===== src/hw/rtl/scfe_pkg.sv =====
// Shared types and constants for the servo command frame encoder.
// No dependencies; imported by the top level, front end, frame queue and byte sender.
package scfe_pkg;

    typedef enum logic [3:0] {
        OP_SET_TORQUE  = 4'd0,
        OP_GET_TORQUE  = 4'd1,
        OP_PD_QUICK    = 4'd2,
        OP_SET_PD      = 4'd3,
        OP_SET_I       = 4'd4,
        OP_GET_PD      = 4'd5,
        OP_GET_I       = 4'd6,
        OP_GET_ANGLE12 = 4'd7,
        OP_SET_ANGLE12 = 4'd8,
        OP_GET_ANGLE8  = 4'd9,
        OP_SET_ANGLE8  = 4'd10,
        OP_PASSIVE     = 4'd11
    } t_op;

    typedef enum logic [2:0] {
        RPL_NONE   = 3'd0,
        RPL_TORQUE = 3'd1,
        RPL_PD     = 3'd2,
        RPL_I      = 3'd3,
        RPL_POS12  = 3'd4,
        RPL_POS8   = 3'd5
    } t_reply;

    // register indexes on the config port
    localparam logic REG_ANGLE_LO = 1'b0;
    localparam logic REG_ANGLE_HI = 1'b1;

    localparam logic [11:0] ANGLE_LO_RST = 12'd0;
    localparam logic [11:0] ANGLE_HI_RST = 12'd4095;

    localparam logic [7:0] HDR_BYTE  = 8'hFF;
    localparam logic [7:0] LONG_ADDR = 8'hE0;
    localparam logic [7:0] PD_QUICK  = 8'h0B;

    localparam logic [7:0] CMD_SET_TORQUE  = 8'd186;
    localparam logic [7:0] CMD_GET_TORQUE  = 8'd187;
    localparam logic [7:0] CMD_SET_PD      = 8'd176;
    localparam logic [7:0] CMD_SET_I       = 8'd183;
    localparam logic [7:0] CMD_GET_PD      = 8'd175;
    localparam logic [7:0] CMD_GET_I       = 8'd182;
    localparam logic [7:0] CMD_GET_ANGLE12 = 8'd173;
    localparam logic [7:0] CMD_SET_ANGLE12 = 8'd200;

    localparam logic [2:0] SHORT_GET_ANGLE8 = 3'd5;
    localparam logic [2:0] SHORT_PASSIVE    = 3'd6;
    localparam logic [7:0] PASSIVE_DATA     = 8'd16;
    localparam logic [2:0] MODE_MAX         = 3'd4;

    // index of the checksum byte for each frame length
    localparam logic [2:0] LAST_LONG  = 3'd6;
    localparam logic [2:0] LAST_QUICK = 3'd5;
    localparam logic [2:0] LAST_SHORT = 3'd3;

    localparam int QDEPTH = 2;
    localparam int QAW    = $clog2(QDEPTH);

    typedef struct packed {
        logic [2:0]  drive_mode;
        logic [7:0]  value_b;
        logic [13:0] value_a;
        logic [4:0]  servo_id;
        logic [3:0]  operation;
    } t_cmd;

    // one fully built frame waiting to be sent
    typedef struct packed {
        logic [5:0][7:0] body;
        logic [6:0]      cks;
        logic [2:0]      last_idx;
        t_reply          reply;
    } t_frame;

endpackage


===== src/hw/rtl/servo_command_frame_encoder_top.sv =====
// Top level of the servo command frame encoder: config registers, front end,
// frame queue and byte sender. Depends on scfe_pkg, scfe_front, scfe_fifo, scfe_back.
//
//  channel   | dir | payload
//  ----------+-----+------------------------------------------------------
//  s_axis    | in  | tdata: operation, servo_id, value_a, value_b, drive_mode
//  m_axis    | out | tdata: frame_byte; tlast: last_byte; tuser: reply_kind
//  apb       | in  | angle_lower_bound @0x0, angle_upper_bound @0x4
//
// A frame leaves one byte per cycle while m_axis_tready is high: long frames are 7
// bytes, quick PD 6, short 4; the byte sender sets the rate; frames run back to back.
// Commands enter through a two-frame queue and are taken whenever it has room;
// a rejected command is still taken and sends nothing.
// Reset is synchronous, active low; it clears the reply kind and sets the bounds
// back to 0 and 4095.
// m_axis stalls hold the current byte and fill the queue before s_axis stalls.
module servo_command_frame_encoder_top (
    input  logic        i_clk,
    input  logic        i_rst_n,
    input  logic        s_axis_tvalid,
    output logic        s_axis_tready,
    // [3:0] operation, [8:4] servo_id, [22:9] value_a, [30:23] value_b,
    // [33:31] drive_mode, [39:34] zero
    input  logic [39:0] s_axis_tdata,
    output logic        m_axis_tvalid,
    input  logic        m_axis_tready,
    // [7:0] frame_byte
    output logic [7:0]  m_axis_tdata,
    output logic        m_axis_tlast,
    // [2:0] reply_kind
    output logic [2:0]  m_axis_tuser,
    input  logic        psel,
    input  logic        penable,
    input  logic        pwrite,
    input  logic [2:0]  paddr,
    input  logic [31:0] pwdata,
    output logic [31:0] prdata,
    output logic        pready
);
    import scfe_pkg::*;

    logic [11:0] r_angle_lo;
    logic [11:0] r_angle_hi;
    logic        cfg_wr;
    logic        push;
    logic        pop;
    logic        full;
    logic        empty;
    t_frame      frame_in;
    t_frame      frame_out;

    assign pready = 1'b1;
    assign cfg_wr = psel && penable && pwrite && pready;

    always_ff @(posedge i_clk) begin
        if (!i_rst_n) begin
            r_angle_lo <= ANGLE_LO_RST;
            r_angle_hi <= ANGLE_HI_RST;
        end else if (cfg_wr) begin
            case (paddr[2])
                REG_ANGLE_LO: r_angle_lo <= pwdata[11:0];
                REG_ANGLE_HI: r_angle_hi <= pwdata[11:0];
                default:      r_angle_lo <= r_angle_lo;
            endcase
        end
    end

    always_comb begin
        case (paddr[2])
            REG_ANGLE_LO: prdata = {20'd0, r_angle_lo};
            REG_ANGLE_HI: prdata = {20'd0, r_angle_hi};
            default:      prdata = '0;
        endcase
    end

    scfe_front u_front (
        .i_clk      (i_clk),
        .i_rst_n    (i_rst_n),
        .i_valid    (s_axis_tvalid),
        .o_ready    (s_axis_tready),
        .i_cmd      (t_cmd'(s_axis_tdata[33:0])),
        .i_angle_lo (r_angle_lo),
        .i_angle_hi (r_angle_hi),
        .i_full     (full),
        .o_push     (push),
        .o_frame    (frame_in)
    );

    scfe_fifo u_fifo (
        .i_clk   (i_clk),
        .i_rst_n (i_rst_n),
        .i_push  (push),
        .i_data  (frame_in),
        .o_full  (full),
        .i_pop   (pop),
        .o_empty (empty),
        .o_data  (frame_out)
    );

    scfe_back u_back (
        .i_clk   (i_clk),
        .i_rst_n (i_rst_n),
        .i_empty (empty),
        .i_frame (frame_out),
        .o_pop   (pop),
        .o_valid (m_axis_tvalid),
        .i_ready (m_axis_tready),
        .o_byte  (m_axis_tdata),
        .o_last  (m_axis_tlast),
        .o_reply (m_axis_tuser)
    );

endmodule


===== src/hw/rtl/scfe_front.sv =====
// Front end: accepts commands, checks them and builds the frame bytes and checksum.
// Depends on scfe_pkg; tracks the expected reply kind.
module scfe_front (
    input  logic           i_clk,
    input  logic           i_rst_n,
    input  logic           i_valid,
    output logic           o_ready,
    input  scfe_pkg::t_cmd i_cmd,
    input  logic [11:0]    i_angle_lo,
    input  logic [11:0]    i_angle_hi,
    input  logic           i_full,
    output logic           o_push,
    output scfe_pkg::t_frame o_frame
);
    import scfe_pkg::*;

    t_reply          r_reply;
    t_reply          n_reply;
    logic [5:0][7:0] body;
    logic [2:0]      last_idx;
    logic            keep;
    logic [2:0]      mode_sat;
    logic [7:0]      sum;
    logic            accept;

    assign o_ready = !i_full;
    assign accept  = i_valid && o_ready;

    always_comb begin
        mode_sat = (i_cmd.drive_mode > MODE_MAX) ? MODE_MAX : i_cmd.drive_mode;
        body     = '0;
        body[0]  = HDR_BYTE;
        body[1]  = LONG_ADDR;
        body[3]  = {3'b000, i_cmd.servo_id};
        last_idx = LAST_LONG;
        keep     = 1'b1;
        n_reply  = r_reply;
        case (t_op'(i_cmd.operation))
            OP_SET_TORQUE: begin
                body[2] = CMD_SET_TORQUE;
                body[4] = {1'b0, i_cmd.value_a[13:7]};
                body[5] = {1'b0, i_cmd.value_a[6:0]};
                n_reply = RPL_TORQUE;
            end
            OP_GET_TORQUE: begin
                body[2] = CMD_GET_TORQUE;
                n_reply = RPL_TORQUE;
            end
            OP_PD_QUICK: begin
                body[1]  = LONG_ADDR | {3'b000, i_cmd.servo_id};
                body[2]  = PD_QUICK;
                body[3]  = i_cmd.value_a[7:0];
                body[4]  = i_cmd.value_b;
                last_idx = LAST_QUICK;
                n_reply  = RPL_PD;
            end
            OP_SET_PD: begin
                body[2] = CMD_SET_PD;
                body[4] = i_cmd.value_a[7:0];
                body[5] = i_cmd.value_b;
                n_reply = RPL_PD;
            end
            OP_SET_I: begin
                body[2] = CMD_SET_I;
                body[4] = i_cmd.value_a[7:0];
                body[5] = i_cmd.value_a[7:0];
                n_reply = RPL_I;
            end
            OP_GET_PD: begin
                body[2] = CMD_GET_PD;
                n_reply = RPL_PD;
            end
            OP_GET_I: begin
                body[2] = CMD_GET_I;
                n_reply = RPL_I;
            end
            OP_GET_ANGLE12: begin
                body[2] = CMD_GET_ANGLE12;
                n_reply = RPL_POS12;
            end
            OP_SET_ANGLE12: begin
                body[2] = CMD_SET_ANGLE12;
                body[4] = {3'b000, i_cmd.value_a[11:7]};
                body[5] = {1'b0, i_cmd.value_a[6:0]};
                keep    = (i_cmd.value_a >= {2'b00, i_angle_lo})
                       && (i_cmd.value_a <= {2'b00, i_angle_hi});
            end
            OP_GET_ANGLE8: begin
                body[1]  = {SHORT_GET_ANGLE8, i_cmd.servo_id};
                body[3]  = '0;
                last_idx = LAST_SHORT;
                n_reply  = RPL_POS8;
            end
            OP_SET_ANGLE8: begin
                body[1]  = {mode_sat, i_cmd.servo_id};
                body[2]  = i_cmd.value_a[7:0];
                body[3]  = '0;
                last_idx = LAST_SHORT;
            end
            OP_PASSIVE: begin
                body[1]  = {SHORT_PASSIVE, i_cmd.servo_id};
                body[2]  = PASSIVE_DATA;
                body[3]  = '0;
                last_idx = LAST_SHORT;
            end
            default: begin
                keep = 1'b0;
            end
        endcase
        // unused body bytes are zero, so one XOR covers every frame length
        sum = body[1] ^ body[2] ^ body[3] ^ body[4] ^ body[5];
    end

    assign o_push           = accept && keep;
    assign o_frame.body     = body;
    assign o_frame.cks      = sum[6:0];
    assign o_frame.last_idx = last_idx;
    assign o_frame.reply    = n_reply;

    always_ff @(posedge i_clk) begin
        if (!i_rst_n) begin
            r_reply <= RPL_NONE;
        end else if (o_push) begin
            r_reply <= n_reply;
        end
    end

endmodule


===== src/hw/rtl/scfe_fifo.sv =====
// Short frame queue between the front end and the byte sender.
// Depends on scfe_pkg for the frame type and depth.
module scfe_fifo (
    input  logic             i_clk,
    input  logic             i_rst_n,
    input  logic             i_push,
    input  scfe_pkg::t_frame i_data,
    output logic             o_full,
    input  logic             i_pop,
    output logic             o_empty,
    output scfe_pkg::t_frame o_data
);
    import scfe_pkg::*;

    t_frame               r_mem [QDEPTH];
    logic [QAW-1:0]       r_wr;
    logic [QAW-1:0]       r_rd;
    logic [QAW:0]         r_cnt;

    assign o_full  = (r_cnt == (QAW+1)'(QDEPTH));
    assign o_empty = (r_cnt == '0);
    assign o_data  = r_mem[r_rd];

    always_ff @(posedge i_clk) begin
        if (i_push) begin
            r_mem[r_wr] <= i_data;
        end
    end

    always_ff @(posedge i_clk) begin
        if (!i_rst_n) begin
            r_wr  <= '0;
            r_rd  <= '0;
            r_cnt <= '0;
        end else begin
            if (i_push) begin
                r_wr <= (r_wr == QAW'(QDEPTH - 1)) ? '0 : r_wr + 1'b1;
            end
            if (i_pop) begin
                r_rd <= (r_rd == QAW'(QDEPTH - 1)) ? '0 : r_rd + 1'b1;
            end
            case ({i_push, i_pop})
                2'b10:   r_cnt <= r_cnt + 1'b1;
                2'b01:   r_cnt <= r_cnt - 1'b1;
                default: r_cnt <= r_cnt;
            endcase
        end
    end

endmodule


===== src/hw/rtl/scfe_back.sv =====
// Byte sender: takes frames from the queue and sends one byte per cycle
// while i_ready is high. Depends on scfe_pkg for the frame type.
module scfe_back (
    input  logic             i_clk,
    input  logic             i_rst_n,
    input  logic             i_empty,
    input  scfe_pkg::t_frame i_frame,
    output logic             o_pop,
    output logic             o_valid,
    input  logic             i_ready,
    output logic [7:0]       o_byte,
    output logic             o_last,
    output logic [2:0]       o_reply
);
    import scfe_pkg::*;

    logic       r_busy;
    t_frame     r_frame;
    logic [2:0] r_idx;
    logic       done;

    assign o_valid = r_busy;
    assign o_last  = (r_idx == r_frame.last_idx);
    assign o_byte  = o_last ? {1'b0, r_frame.cks} : r_frame.body[r_idx];
    assign o_reply = r_frame.reply;

    // next frame loads on the cycle its predecessor's checksum goes out
    assign done  = r_busy && i_ready && o_last;
    assign o_pop = !i_empty && (!r_busy || done);

    always_ff @(posedge i_clk) begin
        if (o_pop) begin
            r_frame <= i_frame;
        end
    end

    always_ff @(posedge i_clk) begin
        if (!i_rst_n) begin
            r_busy <= 1'b0;
            r_idx  <= '0;
        end else if (o_pop) begin
            r_busy <= 1'b1;
            r_idx  <= '0;
        end else if (done) begin
            r_busy <= 1'b0;
            r_idx  <= '0;
        end else if (r_busy && i_ready) begin
            r_idx <= r_idx + 1'b1;
        end
    end

endmodule


===== config.mk =====
export PLATFORM = sky130hd
export DESIGN_NAME = servo_command_frame_encoder_top
export DESIGN_NICKNAME = d
export VERILOG_FILES = /design/src/hw/rtl/scfe_pkg.sv /design/src/hw/rtl/servo_command_frame_encoder_top.sv /design/src/hw/rtl/scfe_front.sv /design/src/hw/rtl/scfe_fifo.sv /design/src/hw/rtl/scfe_back.sv
export SDC_FILE = /design/constraint.sdc
export NUM_CORES = 1
export LEC_CHECK = 0
export ABC_AREA = 1
export CELL_PAD_IN_SITES_DETAIL_PLACEMENT = 1
export CELL_PAD_IN_SITES_GLOBAL_PLACEMENT = 1
export CORE_MARGIN = 2
export CORE_UTILIZATION = 49
export CTS_CLUSTER_DIAMETER = 200
export DETAILED_ROUTE_END_ITERATION = 10
export DONT_BUFFER_PORTS = 1
export PLACE_DENSITY = 0.84
export SETUP_SLACK_MARGIN = 0.4
export SLEW_MARGIN = 40
export SYNTH_ARGS = -nofsm -noshare
export SYNTH_HDL_FRONTEND = slang
export SYNTH_SLANG_ARGS = --single-unit

===== constraint.sdc =====
create_clock -name i_clk -period 4.96 [get_ports i_clk]
set_input_delay 0.744 -clock i_clk [delete_from_list [all_inputs] [get_ports i_clk]]
set_output_delay 0.744 -clock i_clk [all_outputs]
set_load 0.02 [all_outputs]

==> summary.md, run 1 <==
| Metric | Value |
|---|---|
| Status | completed |
| Top post-synthesis cells by area | edfxtp_1 53%, nand2_1 11%, dfxtp_1 7.8%, o21ai_0 3.7%, ha_1 3.6% |
| Global-route wire length before repair | 36.9 mm |
| Worst reg-to-reg path cell count | 7 |
| IO buf count | 0 |
| Post-route clock period utilization | 73.0% |
| Leading area contributor after synthesis | edfxtp_1 |
| Design area | 9730 um^2 |
| Synth cell count leaders | 276 x nand2_1, 159 x edfxtp_1, 80 x inv_1, 67 x o21ai_0, 46 x a21oi_1 |
| Die footprint | between 15,000 and 20,000 um^2 |
| Critical Path Fanout Max | 9 |
| Max Cap Violations | 0 |
| Synth warnings | 0 |
| Util after Layout | 54.0% |
| Peak supply drop | between 0.0002 and 0.0003 V |
| Initial Util | between 50% and 60% |
| Core ar. | 18,000 um^2 |
| Distinct cell type count after synthesis | 38 |
| Reg2reg setup slack | 1.86 ns |
| Min Hold Slack | about 0.42 ns |
| Largest net degree at the start of global routing | 56 |
| Post-route worst setup slack | 1.34 ns |
| Count leader, synth | nand2_1 |
| Met1 Wirelength | 9.39 mm |
| Cell count after synthesis | between 900 and 1,000 |
| Post-cts resize count | 0 |
| I/O pin count | 129 |
| RR Endpoint | u_back.r_frame[9] |
| Synth Area in XOR/XNOR | 2.71% |
| WHS Path Cells | 1 |
| Seq cells post-synth | 194 |
| Hold Path End | r_angle_hi[0] |
| PD cells | approximately 480 nW/um^2 |
| Cts hold-fix bufs | 0 |
| Min-delay src | i_rst_n |
| Worst Setup Start Kind | register |
| Vias per cell | 5.59 |
| Routed wire per std cell | 20.8 um |
| Vias in the first global route | 6,761 |
| Final Setup Violations | 0 |
| Compound-gate portion of the synthesized area | 9.65% |
| Clock Tree Buf Depth | 2 |
| Required @ worst endpoint | between 4 and 5 ns |
| Clk sinks | approximately 190 |
| Worst Setup End Kind | output pin |
| Post-synth EDFFs | 159 |
| Drc violations | 0 |
| Layout Nets | 1,008 |
| DR WL met2 | 11.9 mm |
| Static Leak | 4.05 nW |
| Initial drt markers | 422 |
| Clock insertion delay at the later pin of the skew report | 0.44 ns |
| Worst-Margin Slew | between 0.8 and 0.9 ns |
| Overall power | 4.62 mW |
| RSZ-0062 raised after global routing | no |
| Die width | 140 um |
| Share of cells above drive strength 1 | 7.56% |
| Detailed Place HPWL | ~17 mm |
| # rows | 49 |
| FF-to-FF Start | u_back.r_idx[1] |
| CP arrival | 2.88 ns |
| # Post-CTS Setup Buffers | 0 |
| Hold Path Class | primary input to register |
| CP Class | register to output pin |
| Drt pass-1 iters | 5 |
| Post-Synth Simple-Gate Area | 16.3% |
| FF/Latch Area | 5480 um^2 |
| Htree depth | 4 |
| Top cell type's share of synthesized area | 52.9% |
| Number of diodes | 0 |
| Post-synth ARST share | 0% |
| Synth Flop Type | edfxtp_1 |
| Dominant combinational cell family by area after synthesis | simple AND/OR/NAND/NOR gates |
| GRT Util Overall | 24.8% |
| Final Skew | 0.0116 ns |
| Initial antenna violation count | 0 |
| Final Hold Vio Count | 0 |
| Post-Syn Area | 9030 um^2 |
| Detailed Route WL | about 24 mm |
| Final cell count without fillers | 1,142 |
| Via count | 6,379 |
| Syn_area_per_cell | just under 10 um^2 |
| P&R area growth vs syn | 7.74% |
| RD Place Congestion | between 0.9 and 1 |
| Minimum clock period after layout | 3.62 ns |
| Max Transition Viols Final | 0 |
| Post-route antenna net violation count | 0 |
| Fillcell total | 2,047 |
| Adder-cell share of the synthesized area | 3.60% |
| F_max | between 200 and 300 MHz |
| Num CTS Buffers | 17 |
| Area of the multi-input gates | 3010 um^2 |
| Gr ovfl total | 0 |
| Setup TNS Final | 0 ns |
| Mux contribution to synthesized area | 0% |
| Root Buffer | clkbuf_16 |
| Clock transition at the registers of the reported paths | 0.07 ns |
| Highest routed layer | met4 |
| Metal3 WL | 1.68 mm |
| Post-synthesis sequential area ratio | around three fifths |
| Height of the die | 140 um |
| CTS tree | done |
| Placed Instance Area | 9150 um^2 |
| # placed instances | around 1,100 |
| Pre-CTS setup slack | 1.66 ns |
| Worst slew margin | 40.6% |
## worst max-delay path by stage
stage | depth (start not counted) | slack, ns | endpoint | startpoint
finish | 5 | 1.34 | m_axis_tdata[1] | u_back.r_idx[2]
detailed placement | 7 | 1.66 | u_back.r_frame[21] | u_back.r_idx[0]
floorplan | 12 | 0.50 | u_fifo.r_mem[0][0] | s_axis_tdata[16]
global route | 5 | 1.20 | m_axis_tdata[1] | u_back.r_idx[2]
CTS | 4 | 1.23 | m_axis_tdata[1] | u_back.r_idx[0]
global placement | 12 | 1.76 | u_fifo.r_mem[1][16] | s_axis_tdata[18]
## critical path: stages, from the launching register on
cell,delay [ns]
dfxtp_1,0.40
clkinv_1,0.31
nor2_1,0.78
o21a_1,0.22
o21ai_0,0.12
a31oi_1,0.60
## power by group
part           internal, mW  switching, mW  total, mW
combinational         0.191          0.665      0.856
clock                 0.746          0.622       1.37
sequential             2.24          0.161       2.40
total                  3.18           1.45       4.62
## layout make-up
class                   count  share of cell area (%)
clock buffers              17                    4.37
inverters                  91                    3.54
well taps                 229                    2.94
clock inverters            15                    1.61
flip-flops and latches    194                    56.3
multi-input cells         591                    30.9
repair buffers              5                   0.386
## logic make-up after synthesis
kind of cell,after synthesis
XOR/XNOR,28
flip-flops,194
AND/OR/NAND/NOR,364
other,2
buffers and inverters,142
adder cells (fa/ha/maj),26
AO/OA/AOI/OAI,152
## sequential cells by signal (all words and copies together) (netlist names)
signal,count
r_angle_lo,12
u_fifo.r_cnt,2
u_fifo.r_wr,1
r_angle_hi,12
u_fifo.r_mem,106
u_back.r_idx,3
u_back.r_frame,50
u_front.r_reply,3
u_fifo.r_rd,1
u_back.o_reply,3
u_back.o_valid,1
## layer usage
metal	up-vias	GRT usage [%]
li1	2976	-
met1	3142	28.8
met2	211	43.1
met3	50	7.88
met4	0	9.42
met5	-	0
## cell usage in the layout, fill, tap and decap left out, types with 2 or more instances in the layout
cell / count
nand3_1: 31
nand2_1: 276
inv_6: 2
o21ai_0: 66
clkinv_1: 2
inv_1: 77
nor2_1: 39
inv_2: 12
edfxtp_1: 159
ha_1: 26
o21a_1: 8
clkinvlp_4: 3
clkbuf_16: 17
clkinv_4: 3
nand2_2: 6
nand4_1: 2
dfxtp_1: 34
xor2_1: 19
o22ai_1: 3
conb_1: 21
clkinv_2: 3
o211ai_2: 3
a31oi_1: 7
bufinv_16: 2
a21oi_1: 46
nor2_4: 4
buf_4: 5
o221ai_1: 5
o22ai_2: 3
o21ai_1: 6
nand3b_1: 2
xnor2_1: 9
No activity file was read; power rests on OpenSTA's default activity.
==> run 2: changes to the inputs <==
Clock period 4.96 ns to 3.71 ns, I/O delays scaled along.
==> run 2 against run 1 <==
  * Flip-flop and latch count unchanged
  * Wire length shrank 0.61%
  * Global-route usage about the same
  * Sequential power grew 33%
  * Critical path type unchanged
  * Non-clock buffer count is 4 higher
  * Utilization grew 0.67 points
  * Cell area up 1.2%
  * Power rose by 37%
  * Final cell count increased by 0.35%
  * Highest routed layer unchanged
  * Clock power rose by 44%
  * Worst setup slack worse by 0.81 ns
  * Largest power group unchanged
==> summary.md, run 2 (synthesis results as in run 1) <==
| Metric | Value |
|---|---|
| Status | completed |
| RSZ-0062 raised after global routing | no |
| Largest net degree at the start of global routing | 56 (unchanged) |
| Post-route clock period utilization | between 80% and 90% |
| Final Setup Violations | 0 (unchanged) |
| Cts hold-fix bufs | 0 (unchanged) |
| Clock transition at the registers of the reported paths | 0.07 ns (about the same) |
| P&R area growth vs syn | 9.09% |
| Worst Setup Start Kind | register |
| Via count | 6,433 (+0.85%) |
| Initial drt markers | 483 (+14%) |
| Worst slew margin | 49.7% (+9.1 points) |
| Initial antenna violation count | 0 (unchanged) |
| Commonest cells after routing, fill and taps aside | 276 x nand2_1, 159 x edfxtp_1, 78 x inv_1 |
| Core ar. | 18,000 um^2 (unchanged) |
| WP buf/inv | 1 (unchanged) |
| FF-to-FF Start | u_back.r_idx[0] |
| Detailed Route WL | 23.6 mm (-0.61%) |
| Layout Nets | 1,012 (+0.40%) |
| Placed Instance Area | 9220 um^2 (+0.78%) |
| Clk sinks | 194 (unchanged) |
| Slowest stage delay, CP | 0.69 ns (-0.09 ns) |
| Clock insertion delay at the later pin of the skew report | 0.45 ns (about the same) |
| Die footprint | 19,500 um^2 (unchanged) |
| # Post-CTS Setup Buffers | 0 (unchanged) |
| Final Hold Vio Count | 0 (unchanged) |
| Crit-path leading delay family | compound AO/OA/AOI/OAI gates |
| CP max-delay cell | a31oi_1 |
| CTS tree | done |
| Clock Tree Buf Depth | 2 (unchanged) |
| PD cells | 643 nW/um^2 (+35%) |
| Initial Util | 50.1% (unchanged) |
| Largest register FFs | 106 (unchanged) |
| Critical-path cell list | xnor2_1 > and3_1 > inv_1 > a31oi_1 |
| Design area | 9850 um^2 (+1.2%) |
| Vias in the first global route | 6,897 (+2.0%) |
| Htree depth | 4 (unchanged) |
| Min Hold Slack | 0.212 ns (-0.208 ns) |
| Static Leak | 4.09 nW (+1.0%) |
| I/O pin count | 129 (unchanged) |
| Fillcell total | 2,028 (-0.93%) |
| Peak supply drop | 0.000361 V (+22%) |
| Share of cells above drive strength 1 | 7.74% (+0.19 points) |
| RD Place Congestion | 0.961 (+1.7%) |
| IO buf count | 0 (unchanged) |
| Die width | 140 um (unchanged) |
| Height of the die | 140 um (unchanged) |
| Number of diodes | 0 (unchanged) |
| Minimum clock period after layout | 3.18 ns |
| Post-cts resize count | 0 (unchanged) |
| CP Class | register to output pin |
| Commonest non-fill, non-tap cell in the layout | nand2_1 |
| Hold Path Class | primary input to register |
| # placed instances | 1,114 (+0.36%) |
| Max Cap Violations | 0 (unchanged) |
| Critical Path Fanout Max | 14 (+5) |
| Setup TNS Final | 0 ns (unchanged) |
| Worst Setup End Kind | output pin |
| Detailed Place HPWL | 16.3 mm (-2.4%) |
| GRT Util Overall | 24.8% (about the same) |
| Final cell count without fillers | 1,146 (+0.35%) |
| # rows | 49 (unchanged) |
| Required @ worst endpoint | 3.15 ns (-1.07 ns) |
| Vias per cell | 5.61 (+0.49%) |
| Largest regs | u_fifo.r_mem x106, u_back.r_frame x50 |
| Global-route wire length before repair | 37.1 mm (+0.53%) |
| CP arrival | 2.63 ns (-0.25 ns) |
| F_max | 314 MHz |
| Final Skew | 0.0128 ns (+0.00122 ns) |
| Drc violations | 0 (unchanged) |
| Worst setup path start | u_back.r_idx[0] |
| Min-delay src | i_rst_n |
| Post-route antenna net violation count | 0 (unchanged) |
| Worst-Margin Slew | 0.753 ns (-0.134 ns) |
| Num CTS Buffers | 17 (unchanged) |
| Max Transition Viols Final | 0 (unchanged) |
| Drt pass-1 iters | 5 (unchanged) |
| Routed wire per std cell | 20.6 um (-0.95%) |
| Gr ovfl total | 0 (unchanged) |
| Root Buffer | clkbuf_16 |
| Top reg by flops | u_fifo.r_mem |
==> run 2: changes by cell type in the layout (fill, tap and decap cells not counted), sizes merged <==
| cell | change |
|---|---|
| buf | +4 |
| bufinv | +2 |
| clkbuf | +1 |
| clkinv | -4 |
| clkinvlp | +2 |
| inv | -1 |
==> run 2: cell type report <==
type	count	area, um^2	share of cell area (%)
clock buffer	18	429	4.36
multi-input combinational	591	3010	30.5
inverter	91	348	3.53
tap	229	287	2.91
clock inverter	14	204	2.07
timing repair buffer	9	105	1.07
sequential	194	5480	55.6
==> run 2: per-layer routing <==
metal	global-route usage [%]	wire, um
met5	0	0
met4	9.26	629
met3	6.74	1700
met2	44.3	12200
met1	28.4	9090
==> run 2: final timing paths <==
path	cells past startpoint	slack, ns	end
worst max-delay path	4	0.53	m_axis_tdata[0]
worst min-delay path	1	0.21	r_angle_hi[0]
worst max register to register	11	0.81	u_fifo.r_cnt[1]
worst min register to register	2	0.49	r_angle_lo[9]
==> run 2: through the flow <==
step | total power, mW | util [%] | worst slack (ns)
final | 6.34 | 54.7 | 0.526
after global routing | 6.61 | 54.7 | 0.416
after CTS | 6.38 | 54.7 | 0.467
after detailed placement | 4.40 | 51.2 | 0.835
after global placement | 4.28 | 51.1 | 0.932
after floorplan | 4.01 | - | 0.521
==> run 2: report_power, final <==
part,internal (mW),switching (mW)
Clock,1.14,0.830
Sequential,2.99,0.197
Combinational,0.287,0.897
Total,4.41,1.92
